<file path="src/sv/base64_stream_codec_core_macros.svh">
// Assertion helpers shared by the codec modules.
// Each helper expects signals named clk and arst_n in the scope where it is used.
`ifndef BASE64_STREAM_CODEC_CORE_MACROS_SVH
`define BASE64_STREAM_CODEC_CORE_MACROS_SVH

`ifndef SYNTHESIS
// Same-cycle implication, checked out of reset.
`define B64_ASSERT_IMPL(label, ante, cons) \
	label: assert property (@(posedge clk) disable iff (!arst_n) (ante) |-> (cons)) \
		else $error("base64 codec check failed");
// Next-cycle implication, checked out of reset.
`define B64_ASSERT_NEXT(label, ante, cons) \
	label: assert property (@(posedge clk) disable iff (!arst_n) (ante) |=> (cons)) \
		else $error("base64 codec check failed");
`else
`define B64_ASSERT_IMPL(label, ante, cons)
`define B64_ASSERT_NEXT(label, ante, cons)
`endif

`endif

</file>
<file path="src/sv/b64sc_pkg.sv">
package b64sc_pkg;

	// Default number of jobs held between the front and the back.
	localparam int unsigned QUEUE_DEPTH_DEF = 2;

	// Characters with a special meaning.
	localparam logic [7:0] CHAR_PAD   = 8'h3D;
	localparam logic [7:0] CHAR_LF    = 8'h0A;
	localparam logic [7:0] CHAR_CR    = 8'h0D;
	localparam logic [7:0] CHAR_SPACE = 8'h20;
	localparam logic [7:0] CHAR_TAB   = 8'h09;
	localparam logic [7:0] CHAR_PLUS  = 8'h2B;
	localparam logic [7:0] CHAR_SLASH = 8'h2F;

	// Mode codes of the direction register.
	localparam logic DIR_ENCODE = 1'b0;
	localparam logic DIR_DECODE = 1'b1;

	// One job: the one to four results that a single input item causes.
	typedef struct packed {
		logic [3:0][7:0] data;     // result bytes, entry 0 goes out first
		logic [1:0]      last_idx; // index of the final result of the job
		logic            valid;    // out_valid for every result of the job
		logic            error;    // out_error for every result of the job
		logic            last;     // out_last on the final result of the job
	} job_t;

	// Maps a 6-bit value to its character of the standard alphabet.
	function automatic logic [7:0] enc_char(input logic [5:0] v);
		logic [7:0] r;
		if (v < 6'd26) begin
			r = 8'h41 + {2'b00, v};
		end else if (v < 6'd52) begin
			r = 8'h61 + {2'b00, v} - 8'd26;
		end else if (v < 6'd62) begin
			r = 8'h30 + {2'b00, v} - 8'd52;
		end else if (v == 6'd62) begin
			r = CHAR_PLUS;
		end else begin
			r = CHAR_SLASH;
		end
		return r;
	endfunction

	// Maps a character to {invalid, value}; invalid is set for non-alphabet characters.
	function automatic logic [6:0] dec_sextet(input logic [7:0] c);
		logic [6:0] r;
		if (c >= 8'h41 && c <= 8'h5A) begin
			r = {1'b0, 6'(c - 8'h41)};
		end else if (c >= 8'h61 && c <= 8'h7A) begin
			r = {1'b0, 6'(c - 8'h61 + 8'd26)};
		end else if (c >= 8'h30 && c <= 8'h39) begin
			r = {1'b0, 6'(c - 8'h30 + 8'd52)};
		end else if (c == CHAR_PLUS) begin
			r = {1'b0, 6'd62};
		end else if (c == CHAR_SLASH) begin
			r = {1'b0, 6'd63};
		end else begin
			r = {1'b1, 6'd0};
		end
		return r;
	endfunction

	// True for characters that decoding skips.
	function automatic logic is_skip(input logic [7:0] c);
		return (c == CHAR_PAD) || (c == CHAR_LF) || (c == CHAR_CR) ||
			(c == CHAR_SPACE) || (c == CHAR_TAB);
	endfunction

endpackage

</file>
<file path="src/sv/b64sc_front.sv">
`include "base64_stream_codec_core_macros.svh"

module b64sc_front
	import b64sc_pkg::*;
(
	input  logic       clk,
	input  logic       arst_n,
	input  logic       cfg_wen,
	input  logic       cfg_wdata,
	input  logic       in_valid,
	output logic       in_ready,
	input  logic [7:0] in_byte,
	input  logic       in_last,
	input  logic       q_full,
	output logic       push,
	output job_t       push_job
);

	logic        dir_q;
	logic [15:0] acc_q;
	logic [3:0]  fill_q;
	logic        err_q;

	logic        dir_d;
	logic [15:0] acc_d;
	logic [3:0]  fill_d;
	logic        err_d;

	logic        accept;
	logic [23:0] grp;
	logic [6:0]  sext;
	logic [12:0] acc13;
	logic [3:0]  bits;
	logic [2:0]  shamt;

	// A request is taken whenever the queue has room for its job.
	assign in_ready = !q_full;
	assign accept   = in_valid && !q_full;

	// Decode helpers: new accumulator and bit count after one more sextet.
	assign sext  = dec_sextet(in_byte);
	assign acc13 = {acc_q[6:0], sext[5:0]};
	assign bits  = {1'b0, fill_q[2:0]} + 4'd6;
	assign shamt = 3'(bits - 4'd8);

	// Group of three bytes for the encoder, zero-filled for a short tail.
	always_comb begin
		if (fill_q >= 4'd2) begin
			grp = {acc_q, in_byte};
		end else if (fill_q == 4'd1) begin
			grp = {acc_q[7:0], in_byte, 8'h00};
		end else begin
			grp = {in_byte, 16'h0000};
		end
	end

	// State update and job building for one request.
	always_comb begin
		dir_d    = dir_q;
		acc_d    = acc_q;
		fill_d   = fill_q;
		err_d    = err_q;
		push     = 1'b0;
		push_job = '0;
		if (cfg_wen) begin
			dir_d  = cfg_wdata;
			acc_d  = '0;
			fill_d = '0;
			err_d  = 1'b0;
		end else if (accept) begin
			if (dir_q == DIR_ENCODE) begin
				if (fill_q < 4'd2 && !in_last) begin
					acc_d  = {acc_q[7:0], in_byte};
					fill_d = fill_q + 4'd1;
				end else begin
					push             = 1'b1;
					push_job.valid   = 1'b1;
					push_job.last    = in_last;
					push_job.last_idx = 2'd3;
					push_job.data[0] = enc_char(grp[23:18]);
					push_job.data[1] = enc_char(grp[17:12]);
					push_job.data[2] = enc_char(grp[11:6]);
					push_job.data[3] = enc_char(grp[5:0]);
					if (fill_q < 4'd2) begin
						push_job.last = 1'b1;
						push_job.data[3] = CHAR_PAD;
						if (fill_q == 4'd0) begin
							push_job.data[2] = CHAR_PAD;
						end
					end
					acc_d  = '0;
					fill_d = '0;
				end
			end else begin
				if (err_q) begin
					// Requests after an error are dropped up to the end of the message.
					if (in_last) begin
						acc_d  = '0;
						fill_d = '0;
						err_d  = 1'b0;
					end
				end else if (is_skip(in_byte)) begin
					if (in_last) begin
						acc_d         = '0;
						fill_d        = '0;
						push          = 1'b1;
						push_job.last = 1'b1;
					end
				end else if (sext[6]) begin
					acc_d          = '0;
					fill_d         = '0;
					err_d          = !in_last;
					push           = 1'b1;
					push_job.error = 1'b1;
					push_job.last  = 1'b1;
				end else begin
					acc_d  = {3'b000, acc13};
					fill_d = bits;
					if (bits >= 4'd8) begin
						fill_d           = {1'b0, shamt};
						push             = 1'b1;
						push_job.valid   = 1'b1;
						push_job.last    = in_last;
						push_job.data[0] = 8'(acc13 >> shamt);
					end else if (in_last) begin
						push          = 1'b1;
						push_job.last = 1'b1;
					end
					if (in_last) begin
						acc_d  = '0;
						fill_d = '0;
					end
				end
			end
		end
	end

	// Mode and codec state.
	always_ff @(posedge clk or negedge arst_n) begin
		if (!arst_n) begin
			dir_q  <= DIR_ENCODE;
			acc_q  <= '0;
			fill_q <= '0;
			err_q  <= 1'b0;
		end else begin
			dir_q  <= dir_d;
			acc_q  <= acc_d;
			fill_q <= fill_d;
			err_q  <= err_d;
		end
	end

	`B64_ASSERT_IMPL(a_enc_fill, dir_q == DIR_ENCODE, fill_q <= 4'd2 && !err_q)
	`B64_ASSERT_IMPL(a_dec_fill, dir_q == DIR_DECODE, fill_q <= 4'd6)
	`B64_ASSERT_NEXT(a_cfg_clear, cfg_wen, fill_q == 4'd0 && !err_q && acc_q == 16'h0000)

endmodule

</file>
<file path="src/sv/b64sc_queue.sv">
`include "base64_stream_codec_core_macros.svh"

module b64sc_queue
	import b64sc_pkg::*;
#(
	parameter int unsigned DEPTH = QUEUE_DEPTH_DEF
) (
	input  logic clk,
	input  logic arst_n,
	input  logic push,
	input  job_t push_job,
	input  logic pop,
	output logic full,
	output logic empty,
	output job_t head
);

	localparam int unsigned PTR_W = (DEPTH > 1) ? $clog2(DEPTH) : 1;
	localparam int unsigned CNT_W = $clog2(DEPTH + 1);

	job_t             mem_q [DEPTH];
	logic [PTR_W-1:0] wr_ptr_q;
	logic [PTR_W-1:0] rd_ptr_q;
	logic [CNT_W-1:0] count_q;

	assign full  = (count_q == CNT_W'(DEPTH));
	assign empty = (count_q == '0);
	assign head  = mem_q[rd_ptr_q];

	// Job storage, written at the tail.
	always_ff @(posedge clk) begin
		if (push) begin
			mem_q[wr_ptr_q] <= push_job;
		end
	end

	// Pointers and fill level.
	always_ff @(posedge clk or negedge arst_n) begin
		if (!arst_n) begin
			wr_ptr_q <= '0;
			rd_ptr_q <= '0;
			count_q  <= '0;
		end else begin
			if (push) begin
				wr_ptr_q <= (wr_ptr_q == PTR_W'(DEPTH - 1)) ? '0 : wr_ptr_q + PTR_W'(1);
			end
			if (pop) begin
				rd_ptr_q <= (rd_ptr_q == PTR_W'(DEPTH - 1)) ? '0 : rd_ptr_q + PTR_W'(1);
			end
			if (push && !pop) begin
				count_q <= count_q + CNT_W'(1);
			end else if (pop && !push) begin
				count_q <= count_q - CNT_W'(1);
			end
		end
	end

	`B64_ASSERT_IMPL(a_no_overrun, push, !full)
	`B64_ASSERT_IMPL(a_no_underrun, pop, !empty)

endmodule

</file>
<file path="src/sv/b64sc_back.sv">
`include "base64_stream_codec_core_macros.svh"

module b64sc_back
	import b64sc_pkg::*;
(
	input  logic       clk,
	input  logic       arst_n,
	input  logic       head_valid,
	input  job_t       head,
	output logic       pop,
	output logic       m_tvalid,
	input  logic       m_tready,
	output logic [7:0] m_tdata,
	output logic [1:0] m_tuser,
	output logic       m_tlast
);

	logic [1:0] idx_q;
	logic       at_end;

	// Results of the head job go out one per cycle while m_tready is high.
	assign at_end   = (idx_q == head.last_idx);
	assign m_tvalid = head_valid;
	assign m_tdata  = head.data[idx_q];
	assign m_tuser  = {head.error, head.valid};
	assign m_tlast  = head.last && at_end;
	assign pop      = m_tvalid && m_tready && at_end;

	// Result index within the head job.
	always_ff @(posedge clk or negedge arst_n) begin
		if (!arst_n) begin
			idx_q <= '0;
		end else if (m_tvalid && m_tready) begin
			idx_q <= at_end ? 2'd0 : idx_q + 2'd1;
		end
	end

	`B64_ASSERT_IMPL(a_idx_range, m_tvalid, idx_q <= head.last_idx)

endmodule

</file>
<file path="src/sv/base64_stream_codec_core.sv">
// Streaming Base64 codec, standard alphabet. cfg_wdata=0 encodes bytes to text, 1 decodes
// text to bytes; a write also clears any partial message. The front accepts one request
// per cycle as long as the job queue (QUEUE_DEPTH entries) has room, and turns it into a
// job of zero to four results. The back sends one result per cycle from the head job while
// m_tready is high, so an encoded group of three bytes gives four output results and, when
// encoding, the output port sets the sustained rate. Items that give no result never
// occupy the queue.
module base64_stream_codec_core
	import b64sc_pkg::*;
#(
	parameter int unsigned QUEUE_DEPTH = QUEUE_DEPTH_DEF
) (
	input  logic       clk,
	input  logic       arst_n,
	input  logic       cfg_wen,
	input  logic       cfg_wdata,
	input  logic       s_tvalid,
	output logic       s_tready,
	input  logic [7:0] s_tdata,   // in_byte
	input  logic       s_tlast,
	output logic       m_tvalid,
	input  logic       m_tready,
	output logic [7:0] m_tdata,   // out_data
	output logic [1:0] m_tuser,   // [0] out_valid, [1] out_error
	output logic       m_tlast
);

	logic push;
	logic pop;
	logic q_full;
	logic q_empty;
	job_t push_job;
	job_t head;

	// Request intake, classification and codec state.
	b64sc_front u_front (
		.clk      (clk),
		.arst_n   (arst_n),
		.cfg_wen  (cfg_wen),
		.cfg_wdata(cfg_wdata),
		.in_valid (s_tvalid),
		.in_ready (s_tready),
		.in_byte  (s_tdata),
		.in_last  (s_tlast),
		.q_full   (q_full),
		.push     (push),
		.push_job (push_job)
	);

	// Jobs waiting for the output.
	b64sc_queue #(
		.DEPTH(QUEUE_DEPTH)
	) u_queue (
		.clk     (clk),
		.arst_n  (arst_n),
		.push    (push),
		.push_job(push_job),
		.pop     (pop),
		.full    (q_full),
		.empty   (q_empty),
		.head    (head)
	);

	// Result serializer.
	b64sc_back u_back (
		.clk       (clk),
		.arst_n    (arst_n),
		.head_valid(!q_empty),
		.head      (head),
		.pop       (pop),
		.m_tvalid  (m_tvalid),
		.m_tready  (m_tready),
		.m_tdata   (m_tdata),
		.m_tuser   (m_tuser),
		.m_tlast   (m_tlast)
	);

endmodule
</file>
<file path="config.mk">
export PLATFORM = sky130hd
export DESIGN_NAME = base64_stream_codec_core
export DESIGN_NICKNAME = d
export VERILOG_FILES = /design/src/sv/b64sc_pkg.sv /design/src/sv/b64sc_front.sv /design/src/sv/b64sc_queue.sv /design/src/sv/b64sc_back.sv /design/src/sv/base64_stream_codec_core.sv
export VERILOG_INCLUDE_DIRS = /design/src /design/src/sv
export SDC_FILE = /design/constraint.sdc
export NUM_CORES = 1
export LEC_CHECK = 0
export BUFFER_PORTS_ARGS = -buffer_cell sky130_fd_sc_hd__buf_2
export CAP_MARGIN = 10
export CORE_ASPECT_RATIO = 1.5
export CORE_MARGIN = 4
export CORE_UTILIZATION = 28
export CTS_CLUSTER_DIAMETER = 120
export DETAILED_ROUTE_END_ITERATION = 6
export GPL_ROUTABILITY_DRIVEN = 0
export GPL_TIMING_DRIVEN = 0
export SLEW_MARGIN = 20
export SYNTH_ARGS = -nofsm -noshare
export SYNTH_HDL_FRONTEND = slang
export SYNTH_SLANG_ARGS = --single-unit
</file>
<file path="constraint.sdc">
create_clock -name clk -period 5.8 [get_ports clk]
set_clock_uncertainty 0.2 [all_clocks]
set_input_delay 0.29 -clock clk [delete_from_list [all_inputs] [get_ports clk]]
set_output_delay 0.29 -clock clk [all_outputs]
set_load 0.05 [all_outputs]
</file>
==> summary.txt <==
Detailed-route wire length per cell - 21.4 um
Clock latency of the later-clocked register in the worst-skew pair - 0.36 ns
Post-synthesis instance area - 8040 um^2
Via count of the first global-routing pass - 6891
Area of the core - 28200 um^2
CP arrival - 5.43 ns
Count of nets left with antenna violations after detail routing - 0
Relative contribution of sequential cells to total power - 27.6%
DRC - 1
Pint - 1.77 mW
Main combinational cell family by area after synthesis - compound AO/OA/AOI/OAI gates
Distinct cell type count after synthesis - 93
Actual transition at the worst max-transition pin - 1.21 ns
CTS root buf - sky130_fd_sc_hd__clkbuf_16
Post-Synth XOR/XNOR Area - 2.40%
Area of the die - 31500 um^2
Portion of the post-synthesis area used by sequential elements - 35.6%
Initial Utilization - 28.5%
Antenna violations before repair - 1
Die span in x - 146 um
Area Growth Syn to Fin - 11.2%
Total clock sinks - 100
Max cap viols - 0
Hold Crit Depth - 3
Setup repair after global routing missed its margin - no
Number of rows created at floorplan - 75
Total placed cells including tap cells - 1192
Power density relative to cell area - 365 nW/um^2
Kind of critical path - reg2reg
TritonCTS clock tree - yes
Top-level port count - 28
Routed via count - 7015
Complex-gate fraction of the synthesized area - 22.6%
Remaining global-route overflow - 0
Share of synthesized area spent on multiplexers - 9.67%
Rel. slew slack - 17.0%
Combinational share of power - 53.8%
Simple-gate share of the synthesized area - 16.4%
Share of the core filled with cells in the final layout - 31.8%
DRC marker count from the first detailed-route iteration - 511
Detail-routed via count per cell - 5.80
Synth Register Bits - 100
Post-Syn Area per Cell - 9.79 um^2
Finish-stage setup viols - 0
Worst supply voltage drop on vdd - 0.138 mV
Reg2Reg Setup Slack - 0.28 ns
Post-detailed-routing wire length - 25900 um
Final critical path time including I/O delays and setup - 5.52 ns
Sw frac - 45.6%
Outcome - finished with violations
Worst min path class - in2reg
Proportion of layout cells with a drive suffix above 1 - 14.7%
Post-synth EDFFs - 72
Top post-synthesis cells by count - sky130_fd_sc_hd__edfxtp_1 (72), sky130_fd_sc_hd__nand2_1 (71), sky130_fd_sc_hd__ha_1 (54), sky130_fd_sc_hd__a21oi_1 (53)
Setup TNS Final - 0 ns
Part of the total power dissipated in the clock network - 18.6%
Fin. Hold Viols - 0
Filler-free cell count of the finished design - 1210
Post-DP HPWL - 19500 um
Synthesized netlist cell count - 821
Violated checks - design-rule violations
Y dimension of the die - 215 um
Critical Path Sink Type - register
Clk slew on worst S/H paths - 0.07 ns
Pin count of the biggest net entering global routing - 32
Most used standard cell by instance count after synthesis - sky130_fd_sc_hd__edfxtp_1
Number of nets at the end of the flow - 928
H-tree level count - 3
Yosys warns - 0
Number of I/O port buffers - 23
CTS Buf Count - 9
Critical path startpoint category - register
Number of nets produced by synthesis - 890
Net Sw Power - 1.49 mW
Fraction of registers with async set/reset - 28.0%
Top area cells in the synthesized netlist - sky130_fd_sc_hd__edfxtp_1 (27%), sky130_fd_sc_hd__dfrtp_1 (8.7%), sky130_fd_sc_hd__ha_1 (8.4%)
All-Layer GR Usage - 16.2%
R2r worst-path depth - 16
Dominant synthesized flop cell - sky130_fd_sc_hd__edfxtp_1
Library cell occupying the most area in the post-synthesis netlist - sky130_fd_sc_hd__edfxtp_1
Leakage dissipation - 3.36 nW
Crit path max fanout - 10
Antenna cells - 0
Max-slew violation count - 0
Final clock period utilization by the worst path - 95.2%
Total chip power - 3.26 mW
Worst hold margin - 0.110 ns
TritonRoute pass-1 iters - 7
Top achievable clock speed - 181 MHz
Proportion of netlist area held by the largest area contributor - 26.9%
Wire length of the first global-routing pass - 40300 um
Required time reported for the critical path endpoint - 5.71 ns
Maximum count of clock buffers along a single path - 2
Adder-cell share of the synthesized area - 8.41%
==> worst max-delay path: stages, from the launching register on <==
cell and delay, ns:
sky130_fd_sc_hd__dfrtp_1 0.61, sky130_fd_sc_hd__clkbuf_1 0.51, sky130_fd_sc_hd__inv_1 0.29, sky130_fd_sc_hd__ha_1 0.25
sky130_fd_sc_hd__buf_4 0.17, sky130_fd_sc_hd__clkbuf_1 0.28, sky130_fd_sc_hd__mux2i_1 0.35, sky130_fd_sc_hd__nor2_1 0.07
sky130_fd_sc_hd__a21oi_1 0.46, sky130_fd_sc_hd__inv_1 0.09, sky130_fd_sc_hd__ha_1 0.25, sky130_fd_sc_hd__and2_1 0.16
sky130_fd_sc_hd__or3_1 0.35, sky130_fd_sc_hd__nor2_1 0.39, sky130_fd_sc_hd__nor4b_1 0.10, sky130_fd_sc_hd__or4_1 0.55
sky130_fd_sc_hd__o311ai_1 0.16
==> cells by family (layout without fill, tap and decap cells) <==
group	count (synthesis)	count (layout)
AO/OA/AOI/OAI	252	252
buffers and inverters	96	139
adder cells (fa/ha/maj)	54	54
AND/OR/NAND/NOR	249	249
multiplexers	48	48
XOR/XNOR	22	22
flip-flops	100	100
==> cell type report <==
class,count,area (um^2)
plain buffers,55,240
clock buffers,10,229
clock inverters,6,57.6
fillers,2886,19200
inverters,41,156
multi-input cells,625,4780
flip-flops and latches,100,2860
well taps,346,433
repair buffers,27,175
==> power groups by stage <==
stage,clock [mW],combinational [mW],sequential (mW)
3_3_place_gp,0,1.72,0.913
5_1_grt,0.649,1.89,0.907
2_1_floorplan,0,1.30,0.901
4_1_cts,0.614,1.74,0.898
6_report,0.607,1.75,0.899
3_5_place_dp,0,1.73,0.914
==> stage by stage <==
step           cell area, um^2  setup slack (ns)
3_5_place_dp              8630             0.429
2_1_floorplan             8040              1.22
5_1_grt                   8940             0.159
6_report                  8940             0.279
4_1_cts                   8940             0.407
3_3_place_gp              8580            -0.930
==> state kept, by name, summed over array words and instances (netlist names) <==
signal	count
u_queue.count_q	2
u_front.acc_q	16
u_queue.rd_ptr_q	1
u_front.fill_q	4
u_queue.mem_q	72
u_queue.wr_ptr_q	1
u_front.err_q	1
u_back.idx_q	2
u_front.dir_q	1
==> cell usage in the layout, fill, tap and decap left out, types with 19 or more instances in the layout <==
master	instances
sky130_fd_sc_hd__nand3_1	26
sky130_fd_sc_hd__clkbuf_1	37
sky130_fd_sc_hd__a22oi_1	19
sky130_fd_sc_hd__buf_2	31
sky130_fd_sc_hd__mux4_2	22
sky130_fd_sc_hd__edfxtp_1	72
sky130_fd_sc_hd__inv_1	38
sky130_fd_sc_hd__nand2_1	71
sky130_fd_sc_hd__nor2_1	40
sky130_fd_sc_hd__a21oi_1	53
sky130_fd_sc_hd__o21ai_0	40
sky130_fd_sc_hd__ha_1	54
sky130_fd_sc_hd__dfrtp_1	28
==> timing repair <==
action / CTS / global route
setup buffers: 0 / 0
resized for setup: 0 / 0
endpoints found under the hold margin: 29 / 0
hold buffers: 2 / 0
==> metal layers <==
layer	vias to the layer above	routed length [um]	track usage (%)
met5	-	13	0
met4	2	1580	9.10
met3	90	1550	2.73
met2	320	12900	28.3
met1	3391	9850	18.6
li1	3212	-	-
==> worst paths after layout <==
check / start / endpoint
worst max-delay path: u_front.fill_q[1] / u_queue.mem_q[1][7]
worst min-delay path: m_tready / u_back.idx_q[0]
worst max register to register: u_front.fill_q[1] / u_queue.mem_q[1][7]
worst min register to register: u_queue.count_q[1] / u_queue.count_q[1]
max in group asynchronous: arst_n / u_back.idx_q[1]
min in group asynchronous: arst_n / u_front.acc_q[15]
Power figures use the tool's default switching activity.
